===== config.mk =====
export PLATFORM = sky130hd
export DESIGN_NAME = window_motor_sequencer_unit
export DESIGN_NICKNAME = d
export VERILOG_FILES = /design/src/design/wms_pkg.sv /design/src/design/wms_cfg.sv /design/src/design/wms_core.sv /design/src/design/window_motor_sequencer_unit.sv
export SDC_FILE = /design/constraint.sdc
export NUM_CORES = 1
export LEC_CHECK = 0
export BUFFER_PORTS_ARGS = -buffer_cell sky130_fd_sc_hd__buf_2
export CAP_MARGIN = 25
export CORE_MARGIN = 3
export CORE_UTILIZATION = 43
export DETAILED_ROUTE_END_ITERATION = 8
export SLEW_MARGIN = 20
export SYNTH_ARGS = -nofsm -noshare
export SYNTH_HDL_FRONTEND = slang
export SYNTH_SLANG_ARGS = --single-unit
export TNS_END_PERCENT = 1

===== constraint.sdc =====
create_clock -name clk -period 3.8 [get_ports clk]
set_input_delay 0.38 -clock clk [delete_from_list [all_inputs] [get_ports clk]]
set_output_delay 0.38 -clock clk [all_outputs]
set_load 0.01 [all_outputs]

===== src/design/wms_pkg.sv =====
// ----------------------------------------------------------------------------
// wms_pkg - shared types and constants for the window motor sequencer
// Request/result structs, configuration block, drive and travel codes.
// ----------------------------------------------------------------------------
package wms_pkg;

	localparam int SAMPLE_BITS = 12;
	localparam int TICK_BITS   = 16;
	localparam int AIR_BITS    = 16;
	localparam int CFG_BITS    = 16;
	localparam int CFG_IDX_BITS = 3;

	// operation codes of a request
	localparam logic [1:0] OP_TICK  = 2'd0;
	localparam logic [1:0] OP_OPEN  = 2'd1;
	localparam logic [1:0] OP_CLOSE = 2'd2;
	localparam logic [1:0] OP_STOP  = 2'd3;

	// motor drive codes
	localparam logic [1:0] DRV_OFF = 2'd0;
	localparam logic [1:0] DRV_FWD = 2'd1;
	localparam logic [1:0] DRV_REV = 2'd2;

	// travel codes
	localparam logic [1:0] TRV_NONE  = 2'd0;
	localparam logic [1:0] TRV_OPEN  = 2'd1;
	localparam logic [1:0] TRV_CLOSE = 2'd2;

	// action once a back-off run ends
	localparam logic [1:0] AFT_STOP   = 2'd0;
	localparam logic [1:0] AFT_WINDOW = 2'd1;
	localparam logic [1:0] AFT_HANDLE = 2'd2;

	// configuration register indexes
	localparam logic [CFG_IDX_BITS-1:0] REG_WINDOW_LIMIT  = 3'd0;
	localparam logic [CFG_IDX_BITS-1:0] REG_HAND_LIMIT    = 3'd1;
	localparam logic [CFG_IDX_BITS-1:0] REG_BACKOFF_TICKS = 3'd2;
	localparam logic [CFG_IDX_BITS-1:0] REG_PM25_LIMIT    = 3'd3;
	localparam logic [CFG_IDX_BITS-1:0] REG_CH2O_LIMIT    = 3'd4;
	localparam logic [CFG_IDX_BITS-1:0] REG_TVOC_LIMIT    = 3'd5;
	localparam logic [CFG_IDX_BITS-1:0] REG_CO2_LIMIT     = 3'd6;

	// reset values of the configuration registers
	localparam logic [SAMPLE_BITS-1:0] RST_WINDOW_LIMIT  = 12'd1500;
	localparam logic [SAMPLE_BITS-1:0] RST_HAND_LIMIT    = 12'd900;
	localparam logic [TICK_BITS-1:0]   RST_BACKOFF_TICKS = 16'd500;
	localparam logic [AIR_BITS-1:0]    RST_PM25_LIMIT    = 16'd1000;
	localparam logic [AIR_BITS-1:0]    RST_CH2O_LIMIT    = 16'd80;
	localparam logic [AIR_BITS-1:0]    RST_TVOC_LIMIT    = 16'd600;
	localparam logic [AIR_BITS-1:0]    RST_CO2_LIMIT     = 16'd1000;

	typedef struct packed {
		logic [1:0]             op;
		logic [SAMPLE_BITS-1:0] window_current;
		logic [SAMPLE_BITS-1:0] hand_current;
		logic [AIR_BITS-1:0]    pm25;
		logic [AIR_BITS-1:0]    ch2o;
		logic [AIR_BITS-1:0]    tvoc;
		logic [AIR_BITS-1:0]    co2;
		logic                   rain;
	} req_t;

	typedef struct packed {
		logic [1:0] hand_drive;
		logic [1:0] window_drive;
		logic [1:0] motion;
		logic       window_open;
		logic       backing_off;
	} rsp_t;

	typedef struct packed {
		logic [SAMPLE_BITS-1:0] window_limit;
		logic [SAMPLE_BITS-1:0] hand_limit;
		logic [TICK_BITS-1:0]   backoff_ticks;
		logic [AIR_BITS-1:0]    pm25_limit;
		logic [AIR_BITS-1:0]    ch2o_limit;
		logic [AIR_BITS-1:0]    tvoc_limit;
		logic [AIR_BITS-1:0]    co2_limit;
	} cfg_t;

	typedef struct packed {
		logic [1:0] hand;
		logic [1:0] window;
	} drv_pair_t;

	// motor drives applied when a back-off run ends; unused code stops both
	function automatic drv_pair_t finish_drive(input logic [1:0] code);
		drv_pair_t d;
		unique case (code)
			AFT_WINDOW: begin
				d.hand   = DRV_OFF;
				d.window = DRV_FWD;
			end
			AFT_HANDLE: begin
				d.hand   = DRV_REV;
				d.window = DRV_OFF;
			end
			default: begin
				d.hand   = DRV_OFF;
				d.window = DRV_OFF;
			end
		endcase
		return d;
	endfunction

endpackage


===== src/design/wms_cfg.sv =====
// ----------------------------------------------------------------------------
// wms_cfg - configuration register file
// Limits and back-off length, written through a plain write port.
// ----------------------------------------------------------------------------
module wms_cfg (
	input  logic                             clk,
	input  logic                             arst_n,
	input  logic                             cfg_we,
	input  logic [wms_pkg::CFG_IDX_BITS-1:0] cfg_index,
	input  logic [wms_pkg::CFG_BITS-1:0]     cfg_data,
	output wms_pkg::cfg_t                    cfg
);
	import wms_pkg::*;

	cfg_t cfg_q;

	always_ff @(posedge clk or negedge arst_n) begin
		if (!arst_n) begin
			cfg_q.window_limit  <= RST_WINDOW_LIMIT;
			cfg_q.hand_limit    <= RST_HAND_LIMIT;
			cfg_q.backoff_ticks <= RST_BACKOFF_TICKS;
			cfg_q.pm25_limit    <= RST_PM25_LIMIT;
			cfg_q.ch2o_limit    <= RST_CH2O_LIMIT;
			cfg_q.tvoc_limit    <= RST_TVOC_LIMIT;
			cfg_q.co2_limit     <= RST_CO2_LIMIT;
		end else if (cfg_we) begin
			unique case (cfg_index)
				REG_WINDOW_LIMIT:  cfg_q.window_limit  <= cfg_data[SAMPLE_BITS-1:0];
				REG_HAND_LIMIT:    cfg_q.hand_limit    <= cfg_data[SAMPLE_BITS-1:0];
				REG_BACKOFF_TICKS: cfg_q.backoff_ticks <= cfg_data[TICK_BITS-1:0];
				REG_PM25_LIMIT:    cfg_q.pm25_limit    <= cfg_data[AIR_BITS-1:0];
				REG_CH2O_LIMIT:    cfg_q.ch2o_limit    <= cfg_data[AIR_BITS-1:0];
				REG_TVOC_LIMIT:    cfg_q.tvoc_limit    <= cfg_data[AIR_BITS-1:0];
				REG_CO2_LIMIT:     cfg_q.co2_limit     <= cfg_data[AIR_BITS-1:0];
				default: ;  // index beyond the list: ignored
			endcase
		end
	end

	assign cfg = cfg_q;

endmodule


===== src/design/wms_core.sv =====
// ----------------------------------------------------------------------------
// wms_core - sequencer state and next-state logic
// Updates the motor, travel, back-off and flag state for one request.
// ----------------------------------------------------------------------------
module wms_core (
	input  logic          clk,
	input  logic          arst_n,
	input  logic          step,
	input  wms_pkg::req_t req,
	input  wms_pkg::cfg_t cfg,
	output wms_pkg::rsp_t rsp
);
	import wms_pkg::*;

	logic [1:0]           travel_q, travel_n;
	logic [1:0]           hand_q, hand_n;
	logic [1:0]           window_q, window_n;
	logic [TICK_BITS-1:0] count_q, count_n;
	logic [1:0]           after_q, after_n;
	logic                 open_q, open_n;
	logic                 rain_seen_q, rain_seen_n;

	logic      air_hit;
	logic      win_stall;
	logic      hand_stall;
	logic      ticks_zero;
	drv_pair_t fin_now;
	drv_pair_t fin_stop;
	drv_pair_t fin_window;
	drv_pair_t fin_handle;

	assign win_stall  = req.window_current > cfg.window_limit;
	assign hand_stall = req.hand_current > cfg.hand_limit;
	assign air_hit    = (req.pm25 > cfg.pm25_limit) || (req.ch2o > cfg.ch2o_limit) ||
	                    (req.tvoc > cfg.tvoc_limit) || (req.co2 > cfg.co2_limit);
	assign ticks_zero = cfg.backoff_ticks == '0;
	assign fin_now    = finish_drive(after_q);
	assign fin_stop   = finish_drive(AFT_STOP);
	assign fin_window = finish_drive(AFT_WINDOW);
	assign fin_handle = finish_drive(AFT_HANDLE);

	always_comb begin
		travel_n    = travel_q;
		hand_n      = hand_q;
		window_n    = window_q;
		count_n     = count_q;
		after_n     = after_q;
		open_n      = open_q;
		rain_seen_n = rain_seen_q;

		if (count_q != '0) begin
			// back-off running: keys dropped, ticks count down
			if (req.op == OP_TICK) begin
				count_n = count_q - 1'b1;
				if (count_q == {{(TICK_BITS-1){1'b0}}, 1'b1}) begin
					hand_n   = fin_now.hand;
					window_n = fin_now.window;
				end
			end
		end else begin
			unique case (req.op)
				OP_OPEN: begin
					open_n   = 1'b1;
					travel_n = TRV_OPEN;
					hand_n   = DRV_FWD;
				end
				OP_CLOSE: begin
					open_n   = 1'b0;
					travel_n = TRV_CLOSE;
					window_n = DRV_REV;
				end
				OP_STOP: begin
					if (travel_q == TRV_OPEN || travel_q == TRV_CLOSE) begin
						window_n = (travel_q == TRV_OPEN) ? DRV_REV : DRV_FWD;
						travel_n = TRV_NONE;
						after_n  = AFT_STOP;
						count_n  = cfg.backoff_ticks;
						if (ticks_zero) begin
							hand_n   = fin_stop.hand;
							window_n = fin_stop.window;
						end
					end else begin
						travel_n = TRV_NONE;
						hand_n   = DRV_OFF;
						window_n = DRV_OFF;
					end
				end
				default: begin
					// sample tick: first stall check that fires wins the tick
					priority if (travel_q == TRV_CLOSE && win_stall) begin
						window_n = DRV_FWD;
						after_n  = AFT_HANDLE;
						count_n  = cfg.backoff_ticks;
						if (ticks_zero) begin
							hand_n   = fin_handle.hand;
							window_n = fin_handle.window;
						end
					end else if (travel_q == TRV_CLOSE && hand_stall) begin
						travel_n = TRV_NONE;
						hand_n   = DRV_FWD;
						after_n  = AFT_STOP;
						count_n  = cfg.backoff_ticks;
						if (ticks_zero) begin
							hand_n   = fin_stop.hand;
							window_n = fin_stop.window;
						end
					end else if (travel_q == TRV_OPEN && hand_stall) begin
						hand_n  = DRV_REV;
						after_n = AFT_WINDOW;
						count_n = cfg.backoff_ticks;
						if (ticks_zero) begin
							hand_n   = fin_window.hand;
							window_n = fin_window.window;
						end
					end else if (travel_q == TRV_OPEN && win_stall) begin
						travel_n = TRV_NONE;
						window_n = DRV_REV;
						after_n  = AFT_STOP;
						count_n  = cfg.backoff_ticks;
						if (ticks_zero) begin
							hand_n   = fin_stop.hand;
							window_n = fin_stop.window;
						end
					end else if (air_hit && !open_q) begin
						open_n      = 1'b1;
						rain_seen_n = 1'b0;
						travel_n    = TRV_OPEN;
						hand_n      = DRV_FWD;
					end else if (req.rain && open_q) begin
						if (rain_seen_q) begin
							// second rainy tick in a row closes
							rain_seen_n = 1'b0;
							open_n      = 1'b0;
							travel_n    = TRV_CLOSE;
							window_n    = DRV_REV;
						end else begin
							rain_seen_n = 1'b1;
						end
					end else begin
						rain_seen_n = 1'b0;
					end
				end
			endcase
		end
	end

	always_ff @(posedge clk or negedge arst_n) begin
		if (!arst_n) begin
			travel_q    <= TRV_NONE;
			hand_q      <= DRV_OFF;
			window_q    <= DRV_OFF;
			count_q     <= '0;
			after_q     <= AFT_STOP;
			open_q      <= 1'b0;
			rain_seen_q <= 1'b0;
		end else if (step) begin
			travel_q    <= travel_n;
			hand_q      <= hand_n;
			window_q    <= window_n;
			count_q     <= count_n;
			after_q     <= after_n;
			open_q      <= open_n;
			rain_seen_q <= rain_seen_n;
		end
	end

	// result is the state after this request
	assign rsp.hand_drive   = hand_n;
	assign rsp.window_drive = window_n;
	assign rsp.motion       = travel_n;
	assign rsp.window_open  = open_n;
	assign rsp.backing_off  = count_n != '0;

endmodule


===== src/design/window_motor_sequencer_unit.sv =====
// ----------------------------------------------------------------------------
// window_motor_sequencer_unit - two-motor window sequencer, top level
// Input register, sequencer state update, result register.
// ----------------------------------------------------------------------------
//
//  channel   handshake               payload     direction
//  -------   ---------------------   ---------   ---------
//  request   req_valid / req_ready   req_data    into block
//  result    rsp_valid / rsp_ready   rsp_data    out of block
//  config    cfg_we (no wait)        cfg_index,  into block
//                                    cfg_data
//
// One request per cycle sustained while results are taken: a request sits in the input
// register, the state update and result are computed from it and land in the
// result register.
// Every request gives exactly one result (motor drives, travel, flags).
// Reset clears all sequencer state and loads the default limits; no sweep.
// A stalled result holds the result register; the input register still takes
// a new request while it is empty, then waits with it.
//
module window_motor_sequencer_unit (
	input  logic                             clk,
	input  logic                             arst_n,
	input  logic                             req_valid,
	output logic                             req_ready,
	input  wms_pkg::req_t                    req_data,
	output logic                             rsp_valid,
	input  logic                             rsp_ready,
	output wms_pkg::rsp_t                    rsp_data,
	input  logic                             cfg_we,
	input  logic [wms_pkg::CFG_IDX_BITS-1:0] cfg_index,
	input  logic [wms_pkg::CFG_BITS-1:0]     cfg_data
);
	import wms_pkg::*;

	cfg_t cfg;
	req_t req_s1;
	logic valid_s1;
	rsp_t rsp_next;
	rsp_t rsp_q;
	logic rsp_valid_q;
	logic advance;

	// request in stage 1 moves on when the result register is free or draining
	assign advance   = valid_s1 && (!rsp_valid_q || rsp_ready);
	assign req_ready = !valid_s1 || advance;

	wms_cfg u_cfg (
		.clk       (clk),
		.arst_n    (arst_n),
		.cfg_we    (cfg_we),
		.cfg_index (cfg_index),
		.cfg_data  (cfg_data),
		.cfg       (cfg)
	);

	// input register
	always_ff @(posedge clk or negedge arst_n) begin
		if (!arst_n) begin
			valid_s1 <= 1'b0;
		end else if (req_ready) begin
			valid_s1 <= req_valid;
		end
	end

	always_ff @(posedge clk) begin
		if (req_valid && req_ready) begin
			req_s1 <= req_data;
		end
	end

	// state commits only when the request's result is taken into rsp_q
	wms_core u_core (
		.clk    (clk),
		.arst_n (arst_n),
		.step   (advance),
		.req    (req_s1),
		.cfg    (cfg),
		.rsp    (rsp_next)
	);

	// result register
	always_ff @(posedge clk or negedge arst_n) begin
		if (!arst_n) begin
			rsp_valid_q <= 1'b0;
		end else if (advance) begin
			rsp_valid_q <= 1'b1;
		end else if (rsp_ready) begin
			rsp_valid_q <= 1'b0;
		end
	end

	always_ff @(posedge clk) begin
		if (advance) begin
			rsp_q <= rsp_next;
		end
	end

	assign rsp_valid = rsp_valid_q;
	assign rsp_data  = rsp_q;

endmodule

==> Yosys cells after proc, flatten, opt, wreduce, memory -nomap -nowiden <==
Index checks and enable logic that the tools add are counted.
{ "classes": {"add_sub_neg": 1, "multipliers": 0, "n_div": 0, "n_lt_le_gt_ge": 6, "eq_ne": 15, "shifts": 0, "n_mux": 68, "bitwise": 7, "n_reduce_logical": 35} }
{ "op_table": {"columns": ["cell", "count"], "rows": [
  ["$mux 16", 7],
  ["$mux 2", 40],
  ["$gt 16x16->1", 4],
  ["$pmux 16 s2", 1],
  ["$reduce_bool 16->1", 2],
  ["$gt 12x12->1", 2],
  ["$pmux 2 s3", 3],
  ["$eq 16x1->1 const B", 1],
  ["$logic_not 16->1", 1],
  ["$sub 16x1->16 const B", 1],
  ["$mux 1", 14],
  ["$reduce_and 2->1", 7],
  ["$eq 3x3->1 const B", 3],
  ["$eq 2x2->1 const B", 4],
  ["$logic_and 1x1->1", 8],
  ["$pmux 4 s2", 1],
  ["$not 1->1", 7],
  ["$reduce_and 7->1", 1],
  ["$eq 2x1->1 const B", 3],
  ["$eq 3x2->1 const B", 2],
  ["$logic_or 1x1->1", 6],
  ["$reduce_and 5->1", 1],
  ["$reduce_bool 5->1", 1],
  ["$pmux 2 s2", 1],
  ["other kinds (9)", 11]
]} }
{ "totals": {"reg_bits": 231, "latchBits": 0, "ramBits": 0, "rom_bits": 0, "in_bits": 115, "out_inout_bits": 10, "word_cells": 161, "mem_count": 0} }

==> Logic depth before layout (Yosys ltp) <==
Gate-level depths: netlist of run 1.
{ "depth": {"word_depth": 12, "depth_mapped": 13} }

==> Modules after synthesis <==
Synthesis of run 1 repeated with hierarchy kept, for this count alone.
{ "unflattened": {"cells_unflattened": 1016, "hier_area_um2": 12016.5} }
{ "by_module_without_submodules": {"columns": ["module", "n_inst", "cells_per_inst", "area_per_inst_um2", "seq_area_each_um2"], "rows": [
  ["wms_core", 1, 684, 4884.7, 650.6],
  ["wms_cfg", 1, 225, 4055.1, 2646.3],
  ["window_motor_sequencer_unit", 1, 107, 3076.7, 3022.9]
]} }

==> Worst setup path before layout of run 1 <==
No wires, ideal clock.
{ "synth_path": {"path_type": "flip-flop to flip-flop", "start": "reg u_cfg.cfg_q (netlist bit u_cfg.cfg[94])", "end": "reg rsp_q (netlist bit rsp_data[0]) (data pin)", "setup_ns": 0.271, "arrival_time_ns": 3.090, "required_ns": 3.529, "slack_ns": 0.439, "path_stages_with_launch": 13, "period_less_slack_ns": 3.361, "path_cell_list": "dfstp_2 > inv_1 > ha_1 > a21oi_1 > o221ai_1 > a221oi_1 > a21oi_1 > or2_1 > buf_2 > a2111oi_1 > o41ai_1 > nor4_1 > nand4_1"} }
{ "synth_rtl": {"columns": ["item", "line", "text"], "rows": [
  ["start, declared", "wms_cfg.sv:15", "cfg_t cfg_q;"],
  ["end signal, assigned", "window_motor_sequencer_unit.sv:95", "rsp_q <= rsp_next;"],
  ["end, declared", "window_motor_sequencer_unit.sv:40", "rsp_t rsp_q;"]
]} }

==> qor.csv, run 1 <==
metric,value,unit
status,"complete, no violations",
yosysTopAreaCell,edfxtp_1,
ys_seq_area_share,53.5,%
synth.area.mux_share,7.11,%
placementRows,60,
critPathBufInv,2,
routed_via_density,5.32,
max_cap_violations,0,
area_delta_synth_final,23.6,%
drt_wl_total,29.6,mm
path_clk_slew,0.06,ns
final.fill_count,2317,
netlist_instances,1044,
first_pass_iters,5,
cpLargestDelayFamily,simple AND/OR/NAND/NOR gates,
hold_viol_final,0,
ys_types,72,
tightest_slew,0.928,ns
grt_antenna_before_repair,4,
clockRootBuffer,clkbuf_16,
yosys_most_used_dff,edfxtp_1,
drc,0,
portBuffers,124,
synth-simple-area-share,10.6,%
required,4.08,ns
synthTopCellsByArea,"edfxtp_1, dfrtp_1, ha_1",
wl_per_cell,18.2,µm
ios,125,
rsz0062_at_grt,false,
syn_area,11800,µm²
synth_top_family_by_area,compound AO/OA/AOI/OAI gates,
track_usage,20.5,%
cp_common_cell,nand4_1,
worstPathArrival,3.82,ns
dpl.hpwl,20.4,mm
die-area,29500,µm²
setup_tns,0,ns
htree_num_levels,1,
synth-edff-count,99,
critPathMaxStageDelay,0.60,ns
synth_top_cell_area_share,25.2,%
cp_slowest_cell,or4_1,
start_util,43.8,%
nets,1472,
grt-ovfl-total,0,
via_count,8633,
grt_max_degree,93,
grt_pass1_wl,47.0,mm
crit_fanout,8,
synth_xor_area_share,0.594,%
cts_buffers,26,
antenna_left,0,
slew_viol_final,0,
cp_cell_sequence,inv_1 > ha_1 > nand4_1 > or4_1 > o21ai_0 > a21oi_1 > buf_4 > nor2_1 > o22ai_1 > a21o_1 > nor4_1 > nand4_1,
pwr_density_cell,563,nW/µm²
core,27000,µm²
finalCritPeriodShare,93.2,%
p_leak,6.39,nW
tritoncts,yes,
setup_viol,0,
synth_nets,1256,
fin_worst_skew,0.0216,ns
yosysWarnings,0,
drive_gt1_share,24.5,%
clock_latency,0.55,ns
place_area,12900,µm²
synthAdderAreaFrac,10.3,%
fin_crit,3.54,ns
clkSinkCount,231,
max_freq,282,MHz
final_area,14600,µm²
endpoint_kind,register,
place.gp.congestion,0.911,
syn_area_per_cell,11.3,µm²
ir_drop,0.000340,V
die_w,172,µm
async_flop_share,57.1,%
startpoint_type,register,
slew_headroom,37.8,%
cts_max_path_buffers,3,
dieHeight,172,µm
synth-compound-area-share,13.0,%
hp-class,in -> reg,
drtIter0Drc,479,
p_total,0.00822,W
ys_seq_elements,231,
grt_pass1_vias,8688,
path_class,reg -> reg,
post_cts_buffers,0,
==> worst paths after layout <==
| check | from | to | slack (ns) | cells after the start |
|---|---|---|---|---|
| worst max-delay path | u_cfg.cfg[102]$_DFFE_PN1P_ | rsp_data[0]$_DFFE_PP_ | 0.26 | 12 |
| worst min-delay path | req_data[49] | req_s1[49]$_DFFE_PP_ | 0.02 | 1 |
| worst max register to register | u_cfg.cfg[102]$_DFFE_PN1P_ | rsp_data[0]$_DFFE_PP_ | 0.26 | 12 |
| worst min register to register | valid_s1$_DFFE_PN0N_ | rsp_valid$_DFFE_PN0P_ | 0.50 | 1 |
| max in group asynchronous | arst_n | u_cfg.cfg[94]$_DFFE_PN1P_ | 2.51 | 3 |
| min in group asynchronous | arst_n | u_cfg.cfg[29]$_DFFE_PN0P_ | 0.38 | 2 |
==> placed cells by master, fill, tap and decap left out, types with 6 or more instances in the layout <==
master / Yosys / layout
buf_2: 4 / 123
inv_1: 106 / 106
edfxtp_1: 99 / 99
ha_1: 97 / 97
dfrtp_1: 97 / 97
nand2_1: 92 / 92
dlygate4sd3_1: 0 / 73
mux2_2: 71 / 71
o21ai_0: 69 / 69
a21oi_1: 49 / 49
nor2_1: 39 / 39
dfstp_2: 35 / 35
a21o_1: 30 / 30
clkbuf_16: 0 / 27
nand4_1: 26 / 26
buf_4: 1 / 25
nand3_1: 20 / 20
o211ai_1: 14 / 14
nor3_1: 14 / 12
nor2b_1: 9 / 9
nor4_1: 9 / 9
o22ai_1: 8 / 8
nand2b_1: 7 / 7
o31ai_1: 7 / 7
a31oi_1: 6 / 6
clkinv_2: 0 / 6
clkbuf_1: 27 / 6
==> per-layer routing <==
layer | vias up | GRT usage [%] | part of all wire [%]
li1 | 4240 | - | -
met1 | 4107 | 28.4 | 46
met2 | 217 | 33.4 | 46
met3 | 63 | 3.61 | 5.0
met4 | 6 | 5.56 | 2.6
met5 | - | 0 | 0.12
==> repair_timing <==
action / 4_1_cts / 5_1_grt
resized for setup: 0 / 2
setup endpoints to repair: 0 / 1
endpoints found under the hold margin: 99 / 2
hold buffers: 71 / 2
==> cells by family after synthesis <==
kind of cell               after synthesis
buffers and inverters                  143
muxes                                   75
and+or+nand+nor                        252
xor gates and xnor gates                 8
DFF                                    231
adders and majority gates               97
AOI/OAI and AO/OA                      238
==> registers in the layout, indices dropped and copies added, names as in the netlist <==
register / count
req_s1: 91
u_core.window_q: 2
u_core.hand_q: 2
u_cfg.cfg: 104
valid_s1: 1
rsp_data: 8
u_core.count_q: 16
u_core.open_q: 1
u_core.rain_seen_q: 1
u_core.travel_q: 2
rsp_valid: 1
u_core.after_q: 2
==> cell usage after synthesis (3+ instances only) <==
library cell and n:
or3_1 5, nand3_1 20, mux2i_1 4, o31ai_1 7
o21a_1 3, dfstp_2 35, a221oi_1 5, nor3_1 14
nand4_1 26, a211o_1 3, o22ai_1 8, a21o_1 30
ha_1 97, a21oi_1 49, nand2b_1 7, xor2_1 3
dfrtp_1 97, or4_1 4, nand2_1 92, buf_6 3
nor2_1 39, a211oi_1 5, o21ai_0 69, nor4_1 9
o32ai_1 5, buf_2 4, clkbuf_1 27, nand4b_1 5
nor2b_1 9, a31oi_1 6, edfxtp_1 99, or2_2 5
a22o_1 3, mux2_2 71, xnor2_1 5, a221o_1 3
a21boi_0 3, nor3b_1 3, o221ai_1 3, inv_1 106
o211ai_1 14
==> power breakdown <==
group          internal, W  total (W)  switching (W)
clock network      0.00164    0.00267        0.00103
registers          0.00310    0.00342       0.000319
logic             0.000935    0.00213        0.00120
total              0.00567    0.00822        0.00255
==> stage by stage <==
stage	util [%]	worst slack, ns	hold slack (ns)	cells
3_3_place_gp	47.9	0.313	0.411	1499
6_report	54.1	0.259	0.0166	1622
2_1_floorplan	-	0.439	0.0844	1044
4_1_cts	54.0	0.198	0.0000386	1618
5_1_grt	54.1	0.0367	0.00263	1622
3_5_place_dp	47.9	0.235	0.414	1499
==> final cells by class <==
type	instances	area, µm²	area share (%)
clock buffers	36	739	5.07
flip-flops and latches	231	6320	43.3
multi-input cells	670	4950	33.9
well taps	341	427	2.92
repair buffers	223	1570	10.7
clock inverters	12	184	1.26
diodes	1	2.50	0.0172
inverters	108	405	2.78
No activity file was read; power rests on OpenSTA's default activity.
==> inputs of run 2 (changes only) <==
--- a/config.mk
+++ b/config.mk
@@ -7,7 +7,7 @@
 export LEC_CHECK = 0
 export BUFFER_PORTS_ARGS = -buffer_cell sky130_fd_sc_hd__buf_2
 export CAP_MARGIN = 25
-export CORE_MARGIN = 3
+export CORE_MARGIN = 10
 export CORE_UTILIZATION = 43
 export DETAILED_ROUTE_END_ITERATION = 8
 export SLEW_MARGIN = 20
==> run 2 against run 1 <==
Net effect: maximum frequency decreased by 1.2%; cell count is 0.62% higher; die area up 17%; combinational power about the same; via count is 1.3% higher; worst hold slack got worse by 0.0081 ns; count of clock-buffer cells in the layout rose by 2; cell area up 0.11%; non-clock buffer count increased by 7; critical path depth down 1; total power down 1.8%; critical endpoint unchanged.
==> qor.csv, run 2 (synthesis gave the netlist of run 1 again) <==
metric,value,unit
die_w,186,µm
grt-ovfl-total,0,
wl_per_cell,18.8,µm
rsz0062_at_grt,false,
status,"complete, no violations",
hp-class,in -> reg,
setup_tns,0,ns
fin_worst_skew,0.00910,ns
power.share.sequential,42.3,%
clkSinkCount,231,
p_total,0.00807,W
final_area,14600,µm²
p_leak,6.40,nW
drive_gt1_share,24.4,%
place.gp.congestion,0.885,
cts_buffers,27,
finalCritPeriodShare,94.3,%
internal-power,0.00551,W
fin_crit,3.59,ns
area_delta_synth_final,23.7,%
dpl.hpwl,21.3,mm
clock_latency,0.55,ns
pwr_density_cell,552,nW/µm²
tritoncts,yes,
dieHeight,186,µm
startpoint,u_cfg.cfg[94]$_DFFE_PN1P_,
p_sw,0.00256,W
path_clk_slew,0.06,ns
worstHoldStart,req_data[79],
drtIter0Drc,628,
clockRootBuffer,clkbuf_16,
grt_pass1_vias,8894,
ir_drop,0.000395,V
grt_max_degree,92,
final_cell_mix,"buf_2, inv_1, edfxtp_1",
path_class,reg -> reg,
nets,1480,
crit-reg2reg-launch,u_cfg.cfg[94]$_DFFE_PN1P_,
slew_headroom,31.6,%
required,4.09,ns
tightest_slew,1.02,ns
final.fill_count,2291,
pwr-share-clk,31.1,%
endpoint_kind,register,
setup_viol,0,
dpl.cell_count,1501,
placementRows,60,
ios,125,
comb_power_share,26.5,%
startpoint_type,register,
die-area,34500,µm²
routed_via_density,5.36,
start_util,43.8,%
track_usage,17.9,%
place_area,12900,µm²
max_freq,279,MHz
cts_max_path_buffers,3,
drc,0,
final_cells,1632,
first_pass_iters,5,
largest_reg_flops,104,
antenna_left,0,
htree_num_levels,1,
final_common_cell,buf_2,
sw_frac_of_total,31.7,%
via_count,8746,
drt_wl_total,30.7,mm
worstPathArrival,3.88,ns
grt_pass1_wl,48.5,mm
hold_viol_final,0,
crit_fanout,6,
grt_antenna_before_repair,5,
max_cap_violations,0,
portBuffers,124,
slew_viol_final,0,
core,27000,µm²
post_cts_resized,0,
run 2: worst paths after layout:
check                      depth (start not counted)  slack, ns                             to
hold reg to reg                                    2       0.50  u_core.after_q[0]$_DFFE_PN0P_
hold / removal                                     1      0.008           req_s1[79]$_DFFE_PP_
min in group asynchronous                          2       0.38      u_cfg.cfg[58]$_DFFE_PN0P_
max in group asynchronous                          3       2.52      u_cfg.cfg[95]$_DFFE_PN1P_
setup / recovery                                  11       0.21          rsp_data[0]$_DFFE_PP_
setup reg to reg                                  11       0.21          rsp_data[0]$_DFFE_PP_
run 2: area by class of cell:
| cell class | count | area (µm²) | area share, % |
|---|---|---|---|
| tap | 341 | 427 | 2.92 |
| timing repair buffer | 230 | 1640 | 11.2 |
| sequential | 231 | 6320 | 43.3 |
| antenna | 2 | 5.00 | 0.0343 |
| inverter | 108 | 405 | 2.78 |
| clock buffer | 38 | 757 | 5.18 |
| multi-input combinational | 670 | 4940 | 33.8 |
| clock inverter | 12 | 111 | 0.762 |
run 2: power groups by stage:
stage	Clock, W	Sequential, W	Combinational (W)
after CTS	0.00257	0.00341	0.00214
after floorplan	0	0.00335	0.00146
after detailed placement	0	0.00345	0.00208
final	0.00251	0.00342	0.00214
after global placement	0	0.00345	0.00205
after global routing	0.00268	0.00347	0.00242
run 2: metal layers:
| metal | global-route usage, % | wire, µm |
|---|---|---|
| met1 | 23.8 | 13900 |
| met2 | 28.7 | 14300 |
| met3 | 3.53 | 1680 |
| met4 | 5.55 | 798 |
| met5 | 0 | 22 |
run 2: repair_timing:
item | in CTS | in global routing
hold buffers | 78 | 1
setup buffers | 0 | 0
hold endpoints to repair | 107 | 1
run 2: metrics by stage:
step / utilization (%) / hold WS (ns) / setup slack, ns
floorplan: - / 0.0844 / 0.439
global placement: 48.0 / 0.418 / 0.363
detailed placement: 48.0 / 0.422 / 0.280
CTS: 54.1 / 0.000619 / 0.255
global route: 54.2 / 0.00145 / 0.0654
finish: 54.2 / 0.00844 / 0.215
run 2: worst max-delay path, cell delays in order (launching register included):
cell and delay [ns]:
dfstp_2 0.52, inv_1 0.04, ha_1 0.30, a21oi_1 0.15, o221ai_1 0.13, a221oi_1 0.60
a21oi_1 0.16, or2_1 0.34, a2111oi_1 0.50, o41ai_1 0.17, nor4_1 0.29, nand4_1 0.13
